==> config.mk <==
export PLATFORM = sky130hd
export DESIGN_NAME = idim_slot
export DESIGN_NICKNAME = d
export VERILOG_FILES = /design/src/rtl/idim_pkg.sv /design/src/rtl/idim_slot.sv
export VERILOG_INCLUDE_DIRS = /design/src /design/src/rtl
export SDC_FILE = /design/constraint.sdc
export NUM_CORES = 1
export LEC_CHECK = 0
export BUFFER_PORTS_ARGS = -buffer_cell sky130_fd_sc_hd__buf_2
export CELL_PAD_IN_SITES_DETAIL_PLACEMENT = 1
export CELL_PAD_IN_SITES_GLOBAL_PLACEMENT = 2
export CORE_ASPECT_RATIO = 1.25
export CORE_MARGIN = 3
export CORE_UTILIZATION = 37
export DETAILED_ROUTE_END_ITERATION = 8
export PLACE_DENSITY = 0.85
export SETUP_SLACK_MARGIN = 0.05
export SLEW_MARGIN = 5
export SYNTH_ARGS = -nofsm -noshare
export SYNTH_HDL_FRONTEND = slang
export SYNTH_SLANG_ARGS = --single-unit
==> constraint.sdc <==
create_clock -name clock -period 3.9 [get_ports clock]
set_input_delay 0.39 -clock clock [delete_from_list [all_inputs] [get_ports clock]]
set_output_delay 0.39 -clock clock [all_outputs]
set_load 0.01 [all_outputs]
==> src/rtl/id_to_dense_index_map_assert.svh <==
// Assertion macros for the id_to_dense_index_map RTL, included by idim_slot.
`ifndef ID_TO_DENSE_INDEX_MAP_ASSERT_SVH
`define ID_TO_DENSE_INDEX_MAP_ASSERT_SVH

// Checked only outside reset.
`define IDIM_ASSERT(lbl, prop) \
   lbl: assert property (@(posedge clock) disable iff (reset) prop) \
      else $error("id_to_dense_index_map: assertion failed");

// Checked on every edge, reset included.
`define IDIM_ASSERT_ALWAYS(lbl, prop) \
   lbl: assert property (@(posedge clock) prop) \
      else $error("id_to_dense_index_map: assertion failed");

`endif

==> src/rtl/idim_pkg.sv <==
// Types and codes shared by the id_to_dense_index_map slot chain.
package idim_pkg;

   localparam int unsigned KEY_W   = 32;
   localparam int unsigned INDEX_W = 8;

   typedef enum logic {
      OP_INSERT = 1'b0,
      OP_LOOKUP = 1'b1
   } op_type;

   typedef enum logic [1:0] {
      ST_FOUND   = 2'd0,
      ST_NEW     = 2'd1,
      ST_MISSING = 2'd2,
      ST_FULL    = 2'd3
   } status_type;

   // One request travelling down the chain.
   typedef struct packed {
      logic               valid;
      logic               done;
      op_type             operation;
      logic [KEY_W-1:0]   key;
      logic [INDEX_W-1:0] dense_index;
      status_type         status;
   } item_type;

endpackage

==> src/rtl/idim_slot.sv <==
// One slot of the key chain: holds one stored key and resolves passing requests.
`include "id_to_dense_index_map_assert.svh"

module idim_slot
   import idim_pkg::*;
#(
   parameter int unsigned SLOT = 0
) (
   input  logic     clock,
   input  logic     reset,
   input  logic     advance,
   input  item_type in_item,
   output item_type out_item
);

   localparam logic [INDEX_W-1:0] SLOT_INDEX = INDEX_W'(SLOT % 256);

   logic [KEY_W-1:0] key_ff, key_in;
   logic             fill_ff, fill_in;
   item_type         item_ff, item_in;
   logic             hit;
   logic             claim;

   assign hit   = fill_ff && (in_item.key == key_ff);
   assign claim = in_item.valid && !in_item.done && !fill_ff
                  && (in_item.operation == OP_INSERT);

   always_comb begin
      item_in = in_item;
      key_in  = key_ff;
      fill_in = fill_ff;
      if (in_item.valid && !in_item.done) begin
         if (hit) begin
            item_in.done        = 1'b1;
            item_in.dense_index = SLOT_INDEX;
            item_in.status      = ST_FOUND;
         end else if (!fill_ff) begin
            // first empty slot: nothing beyond it is stored yet
            item_in.done = 1'b1;
            if (claim) begin
               item_in.dense_index = SLOT_INDEX;
               item_in.status      = ST_NEW;
               key_in              = in_item.key;
               fill_in             = 1'b1;
            end else begin
               item_in.dense_index = '0;
               item_in.status      = ST_MISSING;
            end
         end
      end
   end

   always_ff @(posedge clock) begin
      if (advance) begin
         key_ff              <= key_in;
         item_ff.done        <= item_in.done;
         item_ff.operation   <= item_in.operation;
         item_ff.key         <= item_in.key;
         item_ff.dense_index <= item_in.dense_index;
         item_ff.status      <= item_in.status;
      end
      if (reset) begin
         fill_ff       <= 1'b0;
         item_ff.valid <= 1'b0;
      end else if (advance) begin
         fill_ff       <= fill_in;
         item_ff.valid <= item_in.valid;
      end
   end

   assign out_item = item_ff;

   `IDIM_ASSERT(a_fill_sticky, fill_ff |=> fill_ff)
   `IDIM_ASSERT(a_key_kept, (fill_ff && advance) |=> (key_ff == $past(key_ff)))
   `IDIM_ASSERT(a_claim_stores,
      (advance && claim) |=> (fill_ff && key_ff == $past(in_item.key)))
   `IDIM_ASSERT(a_miss_zero_index,
      (item_ff.valid && item_ff.done && item_ff.status == ST_MISSING) |->
      (item_ff.dense_index == '0))

endmodule

==> impl_metrics.tcl, run 1 <==
set metrics [dict create \
    status "complete, no violations" \
    place_ws_ns 1.593 \
    clk_latency_ns 0.34 \
    ios 93 \
    htreeDepth 3 \
    finalCritPeriodShare_pct 56.30 \
    power_frac_clock_pct 36.3 \
    ir_worst_vdd_mv 0.2076 \
    ant_nets 0 \
    core_um2 7445 \
    layout_commonest_cell "buf_2" \
    grt_pass1_vias 1747 \
    rrSetupSlack_ns 1.70 \
    final_layout_size_suffix_gt1_share_pct 44.71 \
    antennaDiodeCount 0 \
    cp.arrival_ns 2.26 \
    timing.rr.end "out_item[5]$_DFFE_PP_" \
    cts_made_buffers 9 \
    pwr-share-comb_pct 7.9 \
    route.detailed.drc 0 \
    dr.pass1.iters 4 \
    r2r-start "key_ff[25]$_DFFE_PP_" \
    syn_inst 147 \
    clkTransAtPathRegs_ns 0.07 \
    grt_antenna_before_repair 0 \
    gp_congestion 0.7123 \
    met2WireLength_mm 3.066 \
    cts_hold_buf 0 \
    hpwlAfterDp_mm 4.324 \
    start_util_pct 38.30 \
    wl_per_cell_um 16.44 \
    synthDistinctLibCells 19 \
    required_ns 3.96 \
    cts_resized 0 \
    clk_path_buf_depth 2 \
    power.leakage_uw 0.001445 \
    drtIter0Drc 65 \
    cts_tree "done" \
    cts_sinks 78 \
    p_sw_share_pct 21.24 \
    p_switching_uw 372.6 \
    hold_viol 0 \
    fin_util_pct 48.87 \
    place_inst 331 \
    p_seq_share_pct 55.8 \
    cap_viol_max_count 0 \
    slew_violations 0 \
    synth_nets 195 \
    vias_per_cell 4.689 \
    powerDensity_nw_per_um2 482.1 \
    worstMarginPinSlew_ns 0.6148 \
    fin_nets 298 \
    clock.fmax_mhz 455.5 \
    ys_seq_area_share_pct 81.44 \
    grt_start_max_net_pins 47 \
    grt_usage_pct 13.57 \
    synth_seq_cells 78 \
    wl_met3_um 318 \
    stdcell_count 347 \
    area_growth_pct 27.60 \
    reg2reg_depth 5 \
    min_delay_path_depth 2 \
    setup_viol 0 \
    worstHoldEndpoint "fill_ff$_SDFFE_PP0P_" \
    path_max_fanout 11 \
    synthesis.area_um2 2851 \
    grt_overflow 0 \
    setup_ws_ns 1.704 \
    worst_setup_path_end_kind "register" \
    grt_pass1_wl_mm 9.059 \
    p_int_uw 1381 \
    hold_start "reset" \
    post-cts-setup-buffers 0 \
    num_rows 35 \
    port_buffers 92 \
    startpoint_type "register" \
    rsz0062_at_grt "no" \
    period_minus_slack_ns 2.196 \
    fp.dieArea_um2 8803 \
    slew_headroom_pct 59.02 \
    highest_layer "met4" \
    worstSetupPathType "register to register" \
    yosysWarnings 0 \
    hold_slack_ns 0.2216 \
    drt-total-wl_mm 5.705 \
    die_x_um 84.52 \
    min_path_type "input pin to register" \
    synth.avg_cell_area_um2 19.40 \
    wl_met1_mm 2.158 \
    final_cell_mix "92 x buf_2, 76 x edfxtp_1, 32 x xor2_1, 9 x clkbuf_8, 8 x nor4_1" \
    die_h_um 104.2 \
    cts_root_buf "clkbuf_8" \
    vias 1627 \
    fin_setup_tns_ns 0 \
    finClkSkew_ns 0.007365 \
]
==> synth_stat cells <==
library cell / number / area, µm²
edfxtp_1: 76 / 2282
xor2_1: 32 / 280.3
nor4_1: 8 / 50.05
a21boi_1: 7 / 52.55
inv_1: 3 / 11.26
nor2_1: 3 / 11.26
o21ai_2: 3 / 26.28
a22oi_1: 2 / 15.01
dfxtp_1: 2 / 40.04
nand4_1: 2 / 12.51
a21boi_2: 1 / 11.26
a21o_2: 1 / 8.760
a31oi_1: 1 / 6.260
and3_1: 1 / 6.260
buf_6: 1 / 11.26
clkbuf_1: 1 / 3.750
mux2i_1: 1 / 10.01
nand2b_1: 1 / 6.260
nor2b_1: 1 / 6.260
==> registers in the layout, summed over array words and instances, names as in the netlist <==
name / cells
out_item: 45
key_ff: 32
fill_ff: 1
==> stage by stage <==
| stage | instance area [µm²] | total power, µW |
|---|---|---|
| floorplan | 2851 | 1049 |
| CTS | 3638 | 1780 |
| global placement | 3427 | 1133 |
| detailed placement | 3427 | 1140 |
| finish | 3638 | 1754 |
| global route | 3638 | 1824 |
==> final cells by class <==
| class | instances | area (µm²) |
|---|---|---|
| fillers | 761 | 3806 |
| clock inverters | 7 | 87.58 |
| multi-input cells | 64 | 503.0 |
| well taps | 92 | 115.1 |
| clock buffers | 9 | 123.9 |
| flip-flops and latches | 78 | 2322 |
| repair buffers | 94 | 475.5 |
| inverters | 3 | 11.26 |
==> power groups by stage <==
stage                     Combinational, µW  Sequential (µW)  Clock, µW
after floorplan                        30.9             1020          0
after global placement                  137              996          0
after detailed placement                141              999          0
after CTS                               142              980        658
after global routing                    153              983        688
final                                   138              979        637
==> worst max-delay path, stage by stage, from the launching register on <==
cell	delay, ns
edfxtp_1	0.39
xor2_1	0.17
nor4_1	0.51
nand4_1	0.22
o21ai_2	0.50
a21boi_1	0.14
==> per-layer routing <==
layer / GRT usage (%) / vias up
met2: 23.96 / 59
met3: 2.853 / 12
li1: - / 769
met5: 0 / -
met4: 7.805 / 0
met1: 14.79 / 787
==> worst max-delay path by stage <==
stage / from / end / slack (ns) / cells after the start
final: key_ff[25]$_DFFE_PP_ / out_item[5]$_DFFE_PP_ / 1.70 / 5
after global routing: key_ff[25]$_DFFE_PP_ / out_item[4]$_DFFE_PP_ / 1.58 / 5
after CTS: key_ff[25]$_DFFE_PP_ / out_item[5]$_DFFE_PP_ / 1.69 / 5
after detailed placement: in_item[35] / out_item[5]$_DFFE_PP_ / 1.59 / 6
after global placement: in_item[35] / out_item[7]$_DFFE_PP_ / 1.62 / 6
after floorplan: in_item[43] / key_ff[0]$_DFFE_PP_ / 1.96 / 3
==> cell families (layout without fill, tap and decap cells) <==
kind of cell	Yosys count	after routing	share of synthesized area, %
buf+inv	5	113	0.9213
mux	1	1	0.3510
compound gates	15	15	4.213
simple gates	16	16	3.247
flops	78	78	81.44
xor+xnor	32	32	9.829
(Power assumes the default switching activity.)
==> run 2: changes to the inputs <==
--- a/config.mk
+++ b/config.mk
@@ -6,14 +6,15 @@
 export SDC_FILE = /design/constraint.sdc
 export NUM_CORES = 1
 export LEC_CHECK = 0
+export ABC_AREA = 1
 export BUFFER_PORTS_ARGS = -buffer_cell sky130_fd_sc_hd__buf_2
 export CELL_PAD_IN_SITES_DETAIL_PLACEMENT = 1
 export CELL_PAD_IN_SITES_GLOBAL_PLACEMENT = 2
 export CORE_ASPECT_RATIO = 1.25
 export CORE_MARGIN = 3
-export CORE_UTILIZATION = 37
+export CORE_UTILIZATION = 33
 export DETAILED_ROUTE_END_ITERATION = 8
-export PLACE_DENSITY = 0.85
+export PLACE_DENSITY = 0.82
 export SETUP_SLACK_MARGIN = 0.05
 export SLEW_MARGIN = 5
 export SYNTH_ARGS = -nofsm -noshare
==> constraint.sdc (replaced) <==
create_clock -name clock -period 2.1 [get_ports clock]
set_input_delay 0.21 -clock clock [delete_from_list [all_inputs] [get_ports clock]]
set_output_delay 0.21 -clock clock [all_outputs]
set_load 0.01 [all_outputs]
==> run 2 against run 1 <==
  * Global-route usage decreased by 0.54 points
  * Worst hold slack got worse by 0.17 ns
  * Critical endpoint is now out_item[1]$_DFFE_PP_
  * Sequential share of layout area decreased by 6.7 points
  * Highest routed layer unchanged
  * Critical path type unchanged
  * Routed wire length increased by 15%
  * Clock power increased by 130%
  * Sequential power increased by 86%
  * Clock skew decreased by 0.0031 ns
  * Flip-flop and latch count unchanged
  * Critical path depth increased by 3
  * Fmax increased by 38%
==> impl_metrics.tcl, run 2 <==
set metrics [dict create \
    status "complete, no violations" \
    worstHoldEndpoint "out_item[44]$_SDFFE_PP0P_" \
    synth_mux_area_share_pct 0 \
    synthesis.area_um2 3123 \
    finClkSkew_ns 0.004295 \
    powerDensity_nw_per_um2 876.1 \
    final_layout_size_suffix_gt1_share_pct 32.23 \
    synth_top_area_share_pct 73.08 \
    grt_pass1_vias 2191 \
    rrSetupSlack_ns 0.51 \
    largest_reg_flops 45 \
    worst_setup_path_end_kind "register" \
    ir_worst_vdd_mv 0.4362 \
    synth_simple_gate_area_share_pct 14.82 \
    antennaDiodeCount 0 \
    cap_viol_max_count 0 \
    rsz0062_at_grt "no" \
    slew_violations 0 \
    synth_seq_cells 78 \
    hold_viol 0 \
    clk_path_buf_depth 2 \
    required_ns 2.19 \
    hold_start "reset" \
    grt_usage_pct 13.04 \
    grt_antenna_before_repair 0 \
    cts_resized 0 \
    htreeDepth 3 \
    vias_per_cell 4.309 \
    synth_area_leader_cell "edfxtp_1" \
    synthTopCellsByArea "edfxtp_1 73%, nand2_1 10%, xnor2_1 5.9%, inv_1 4.2%, nand3_1 2.1%" \
    start_util_pct 34.04 \
    die_h_um 114.8 \
    power.leakage_uw 0.001772 \
    drt-total-wl_mm 6.584 \
    synth_compound_area_share_pct 0.3205 \
    r2r-start "key_ff[19]$_DFFE_PP_" \
    cts_made_buffers 9 \
    ys_async_sr_fraction_pct 0 \
    startpoint_type "register" \
    setup_viol 0 \
    clock.fmax_mhz 628.3 \
    worstSetupPathType "register to register" \
    wl_per_cell_um 13.55 \
    synth_nets 301 \
    vias 2094 \
    drtIter0Drc 77 \
    ant_nets 0 \
    port_buffers 92 \
    finalCritPeriodShare_pct 75.80 \
    synth_edf_count 76 \
    fin_setup_tns_ns 0 \
    stdcell_count 486 \
    slew_headroom_pct 67.41 \
    grt_overflow 0 \
    synth_top_family_by_area "simple AND/OR/NAND/NOR gates" \
    reg2reg_depth 8 \
    synthTopCellsByCount "87 x nand2_1, 76 x edfxtp_1, 35 x inv_1" \
    period_minus_slack_ns 1.592 \
    num_rows 39 \
    path_max_fanout 9 \
    yosysWarnings 0 \
    clk_latency_ns 0.33 \
    fin_nets 406 \
    final_cell_mix "92 x buf_2, 87 x nand2_1, 76 x edfxtp_1, 35 x inv_1, 21 x xnor2_1" \
    layout_commonest_cell "buf_2" \
    min_path_type "input pin to register" \
    cts_hold_buf 0 \
    grt_pass1_wl_mm 10.56 \
    clkTransAtPathRegs_ns 0.06 \
    ios 93 \
    grt_start_max_net_pins 33 \
    syn_inst 253 \
    synth-adder-area-share_pct 0 \
    ys_seq_area_share_pct 74.36 \
    timing.rr.end "out_item[1]$_DFFE_PP_" \
    min_delay_path_depth 2 \
    route.detailed.drc 0 \
    place_inst 470 \
    synth.avg_cell_area_um2 12.34 \
    synthDistinctLibCells 12 \
    synth.most_common_cell "nand2_1" \
    area_growth_pct 30.21 \
    worstMarginPinSlew_ns 0.4882 \
    hpwlAfterDp_mm 4.963 \
    synth_xor_area_share_pct 5.889 \
    core_um2 9174 \
    cp.arrival_ns 1.68 \
    fp.dieArea_um2 10670 \
    dr.pass1.iters 4 \
    die_x_um 93.01 \
    post-cts-setup-buffers 0 \
    gp_congestion 0.6869 \
    synthFlopType "edfxtp_1" \
    cts_sinks 78 \
    cts_root_buf "clkbuf_16" \
    cts_tree "done" \
]
run 2: changes by cell type after synthesis, moves of 2 or more:
cell	change
a21boi_1	-7
a21oi_1	+2
o21ai_2	-3
nor4_1	-8
nand3_1	+13
xor2_1	-32
nor2_2	+2
nor2_1	+8
nand4_1	-2
xnor2_1	+21
a22oi_1	-2
inv_1	+32
nand2_1	+87
run 2: layout make-up:
cell class	count	area, µm²
Tap cell	123	153.9
Clock buffer	9	225.2
Timing Repair Buffer	97	510.5
Multi-Input combinational cell	137	664.4
Clock inverter	7	58.81
Inverter	35	131.4
Fill cell	1039	5107
Sequential cell	78	2322
run 2: kinds of logic (layout without fill, tap and decap cells):
group	after synthesis	count (layout)
AND/OR/NAND/NOR	114	114
buffers and inverters	38	148
AO/OA/AOI/OAI	2	2
flip-flops	78	78
XOR/XNOR	21	21
run 2: per-layer routing:
metal | routed length [µm] | up-vias | part of all wire, % | global-route usage, %
li1 | - | 1033 | - | -
met1 | 2620 | 985 | 40 | 14.79
met2 | 3538 | 67 | 54 | 23.02
met3 | 314 | 9 | 4.8 | 3.403
met4 | 110 | 0 | 1.7 | 5.865
met5 | 0 | - | 0 | 0
run 2: worst max-delay path, cell delays in order, from the launching register on:
cell and delay [ns]:
edfxtp_1 0.38, xnor2_1 0.17, nand2_1 0.09, nor2_1 0.11
nand2_1 0.08, nor2_2 0.18, nand3_4 0.16, nand3_1 0.12
nand2_1 0.06
run 2: through the flow:
| step | setup WS (ns) | hold slack, ns | power (µW) | area (µm²) | utilization (%) |
|---|---|---|---|---|---|
| 2_1_floorplan | 0.3083 | 0.2791 | 1971 | 3126 | - |
| 3_3_place_gp | 0.4979 | 0.3940 | 2138 | 3782 | 41.23 |
| 3_5_place_dp | 0.4721 | 0.3972 | 2151 | 3782 | 41.23 |
| 4_1_cts | 0.4692 | 0.03784 | 3619 | 4066 | 44.33 |
| 5_1_grt | 0.3098 | 0.04394 | 3722 | 4066 | 44.33 |
| 6_report | 0.5083 | 0.05377 | 3563 | 4066 | 44.33 |
run 2: worst max path at each step:
stage	from	to	slack, ns
finish	key_ff[19]$_DFFE_PP_	out_item[1]$_DFFE_PP_	0.51
global route	key_ff[2]$_DFFE_PP_	out_item[9]$_DFFE_PP_	0.31
CTS	key_ff[19]$_DFFE_PP_	out_item[1]$_DFFE_PP_	0.47
detailed placement	key_ff[19]$_DFFE_PP_	out_item[1]$_DFFE_PP_	0.47
global placement	key_ff[18]$_DFFE_PP_	out_item[6]$_DFFE_PP_	0.50
floorplan	fill_ff$_SDFFE_PP0P_	key_ff[0]$_DFFE_PP_	0.31
run 2: power breakdown:
part / internal [µW] / switching (µW) / leakage, µW
registers: 1800 / 23.6 / 0.000739
clock network: 814 / 640 / 0.000126
logic: 120 / 167 / 0.000907
total: 2730 / 831 / 0.00177
==> run 3: changes to the inputs <==
--- a/config.mk
+++ b/config.mk
@@ -6,13 +6,13 @@
 export SDC_FILE = /design/constraint.sdc
 export NUM_CORES = 1
 export LEC_CHECK = 0
-export ABC_AREA = 1
+export ABC_AREA = 0
 export BUFFER_PORTS_ARGS = -buffer_cell sky130_fd_sc_hd__buf_2
 export CELL_PAD_IN_SITES_DETAIL_PLACEMENT = 1
 export CELL_PAD_IN_SITES_GLOBAL_PLACEMENT = 2
 export CORE_ASPECT_RATIO = 1.25
 export CORE_MARGIN = 3
-export CORE_UTILIZATION = 33
+export CORE_UTILIZATION = 35
 export DETAILED_ROUTE_END_ITERATION = 8
 export PLACE_DENSITY = 0.82
 export SETUP_SLACK_MARGIN = 0.05
==> constraint.sdc (replaced) <==
create_clock -name clock -period 1.55 [get_ports clock]
set_input_delay 0.155 -clock clock [delete_from_list [all_inputs] [get_ports clock]]
set_output_delay 0.155 -clock clock [all_outputs]
set_load 0.01 [all_outputs]
==> run 3 against run 2 <==
  * The flow now finishes with violations (setup timing)
  * Via count fell by 19%
  * Worst hold slack lost 0.025 ns
  * Count of clock-buffer cells in the layout up 1
  * Fmax decreased by 8.4%
  * Non-clock buffer count increased by 24
  * Register-to-register slack lost 0.70 ns
  * Setup slack worse by 0.70 ns
  * Largest cell class unchanged
  * Largest power group unchanged
==> impl_metrics.tcl, run 3 (synthesis results as in run 1) <==
set metrics [dict create \
    hpwlAfterDp_mm 4.358 \
    wl_per_cell_um 15.85 \
    worst_setup_path_end_kind "register" \
    status "finished, violations left" \
    clock.fmax_mhz 575.3 \
    r2r-start "key_ff[4]$_DFFE_PP_" \
    area_growth_pct 35.98 \
    hold_viol 0 \
    grt_pass1_wl_mm 9.577 \
    port_buffers 92 \
    htreeDepth 3 \
    cts_sinks 78 \
    fin_setup_tns_ns -1.896 \
    final_area_um2 3877 \
    slew_headroom_pct 74.41 \
    p_sw_share_pct 22.72 \
    grt_overflow 0 \
    die_x_um 86.73 \
    setup_viol 11 \
    worstMarginPinSlew_ns 0.3838 \
    rrSetupSlack_ns -0.19 \
    ir_worst_vdd_mv 0.5616 \
    path_max_fanout 11 \
    p_seq_share_pct 59.7 \
    reg2reg_depth 6 \
    grt_usage_pct 14.13 \
    rsz0062_at_grt "yes" \
    vias_per_cell 4.527 \
    ant_nets 0 \
    final_cell_mix "92 x buf_2, 76 x edfxtp_1, 32 x xor2_1, 21 x buf_4, 9 x clkbuf_8" \
    violations "setup timing" \
    clkTransAtPathRegs_ns 0.08 \
    final_layout_size_suffix_gt1_share_pct 50.18 \
    p_int_uw 3189 \
    die_h_um 106.9 \
    fin_nets 325 \
    crit_path_cell_trace "xor2_1, nor4_2, nand4_1, o21ai_2, buf_12, a21boi_1" \
    largest_reg_flops 45 \
    grt_pass1_vias 1949 \
    startpoint "key_ff[4]$_DFFE_PP_" \
    cts_made_buffers 9 \
    powerDensity_nw_per_um2 1064 \
    startpoint_type "register" \
    period_minus_slack_ns 1.738 \
    cts_root_buf "clkbuf_8" \
    finClkSkew_ns 0.006206 \
    power_uw 4127 \
    dr.pass1.iters 4 \
    regArea_um2 2322 \
    pwr-share-comb_pct 10.0 \
    endpoint "out_item[3]$_DFFE_PP_" \
    grt_antenna_before_repair 0 \
    core_um2 7883 \
    num_rows 36 \
    p_switching_uw 937.7 \
    cp.arrival_ns 1.83 \
    setup_ws_ns -0.1881 \
    finalCritPeriodShare_pct 112.1 \
    drtIter0Drc 33 \
    cp_slowest_stage_delay_ns 0.39 \
    fp.dieArea_um2 9273 \
    gp_congestion 0.7064 \
    vias 1702 \
    place_ws_ns -0.2807 \
    cap_viol_max_count 0 \
    slew_violations 0 \
    start_util_pct 36.17 \
    route.detailed.drc 0 \
    post-cts-setup-buffers 0 \
    timing.rr.end "out_item[3]$_DFFE_PP_" \
    grt_start_max_net_pins 29 \
    power.leakage_uw 0.001558 \
    cts_tree "done" \
    worstSetupPathType "register to register" \
    num-fill-cells 810 \
    drt-total-wl_mm 5.961 \
    clk_latency_ns 0.34 \
    layout_commonest_cell "buf_2" \
    slowest_stage "edfxtp_1" \
    multiInputGateArea_um2 541.8 \
    required_ns 1.64 \
    min_path_type "input pin to register" \
    min_delay_path_depth 1 \
    clk_path_buf_depth 2 \
    place_area_um2 3635 \
    power_frac_clock_pct 30.3 \
    ios 93 \
    antennaDiodeCount 0 \
]
[run 3: cell types whose count changed in the layout (fill, tap and decap cells not counted), sizes merged, moves of 10 or more]
cell | previous run | this run
xor2 | 0 | 32
nor2 | 13 | 3
xnor2 | 21 | 0
inv | 37 | 3
nand2 | 87 | 0
nand3 | 14 | 0
buf | 97 | 116
[run 3: worst min-delay path by stage]
stage | start | endpoint | slack, ns
2_1_floorplan | reset | fill_ff$_SDFFE_PP0P_ | 0.23
3_3_place_gp | reset | out_item[44]$_SDFFE_PP0P_ | 0.34
3_5_place_dp | reset | fill_ff$_SDFFE_PP0P_ | 0.34
4_1_cts | in_item[42] | out_item[42]$_DFFE_PP_ | 0.00007
5_1_grt | in_item[31] | key_ff[21]$_DFFE_PP_ | 0.003
6_report | in_item[31] | key_ff[21]$_DFFE_PP_ | 0.03
[run 3: layer usage]
| layer | part of all wire [%] | GRT usage, % | vias to the layer above | wire (µm) |
|---|---|---|---|---|
| li1 | - | - | 820 | - |
| met1 | 41 | 16.68 | 814 | 2444 |
| met2 | 51 | 22.92 | 60 | 3054 |
| met3 | 6.5 | 5.150 | 8 | 385 |
| met4 | 1.3 | 6.236 | 0 | 77 |
| met5 | 0 | 0 | - | 0 |
[run 3: power groups by stage]
stage | Sequential, µW | Combinational, µW | Clock, µW
after floorplan | 2560 | 78.5 | 0
after global placement | 2510 | 389 | 0
after detailed placement | 2510 | 402 | 0
after CTS | 2470 | 418 | 1320
after global routing | 2470 | 457 | 1410
final | 2460 | 413 | 1250
[run 3: layout make-up]
type                    count  share of cell area, %
multi-input cells          64                  13.97
repair buffers            121                  18.78
flip-flops and latches     78                  59.89
well taps                  95                  3.066
clock inverters             5                 0.7099
inverters                   3                 0.2904
clock buffers              10                  3.291
[run 3: what timing repair did]
| item | CTS | global route |
|---|---|---|
| pin swaps | 3 | 5 |
| setup endpoints to repair | 11 | 11 |
| hold endpoints to repair | 7 | 0 |
| hold buffers | 5 | 0 |
| gates resized for setup | 3 | 3 |
[run 3: critical path, delay by kind of cell, from the launching register on]
kind / cells / cell delay (ns)
xor+xnor: 1 / 0.17
buf+inv: 1 / 0.15
flops: 1 / 0.39
simple gates: 2 / 0.52
compound gates: 2 / 0.27
[run 3: per-stage QoR]
step,std cells,hold WS (ns),utilization [%]
2_1_floorplan,147,0.2274,-
3_3_place_gp,356,0.3434,46.11
3_5_place_dp,356,0.3445,46.11
4_1_cts,376,0.00007278,48.95
5_1_grt,376,0.002808,49.19
6_report,376,0.02923,49.19
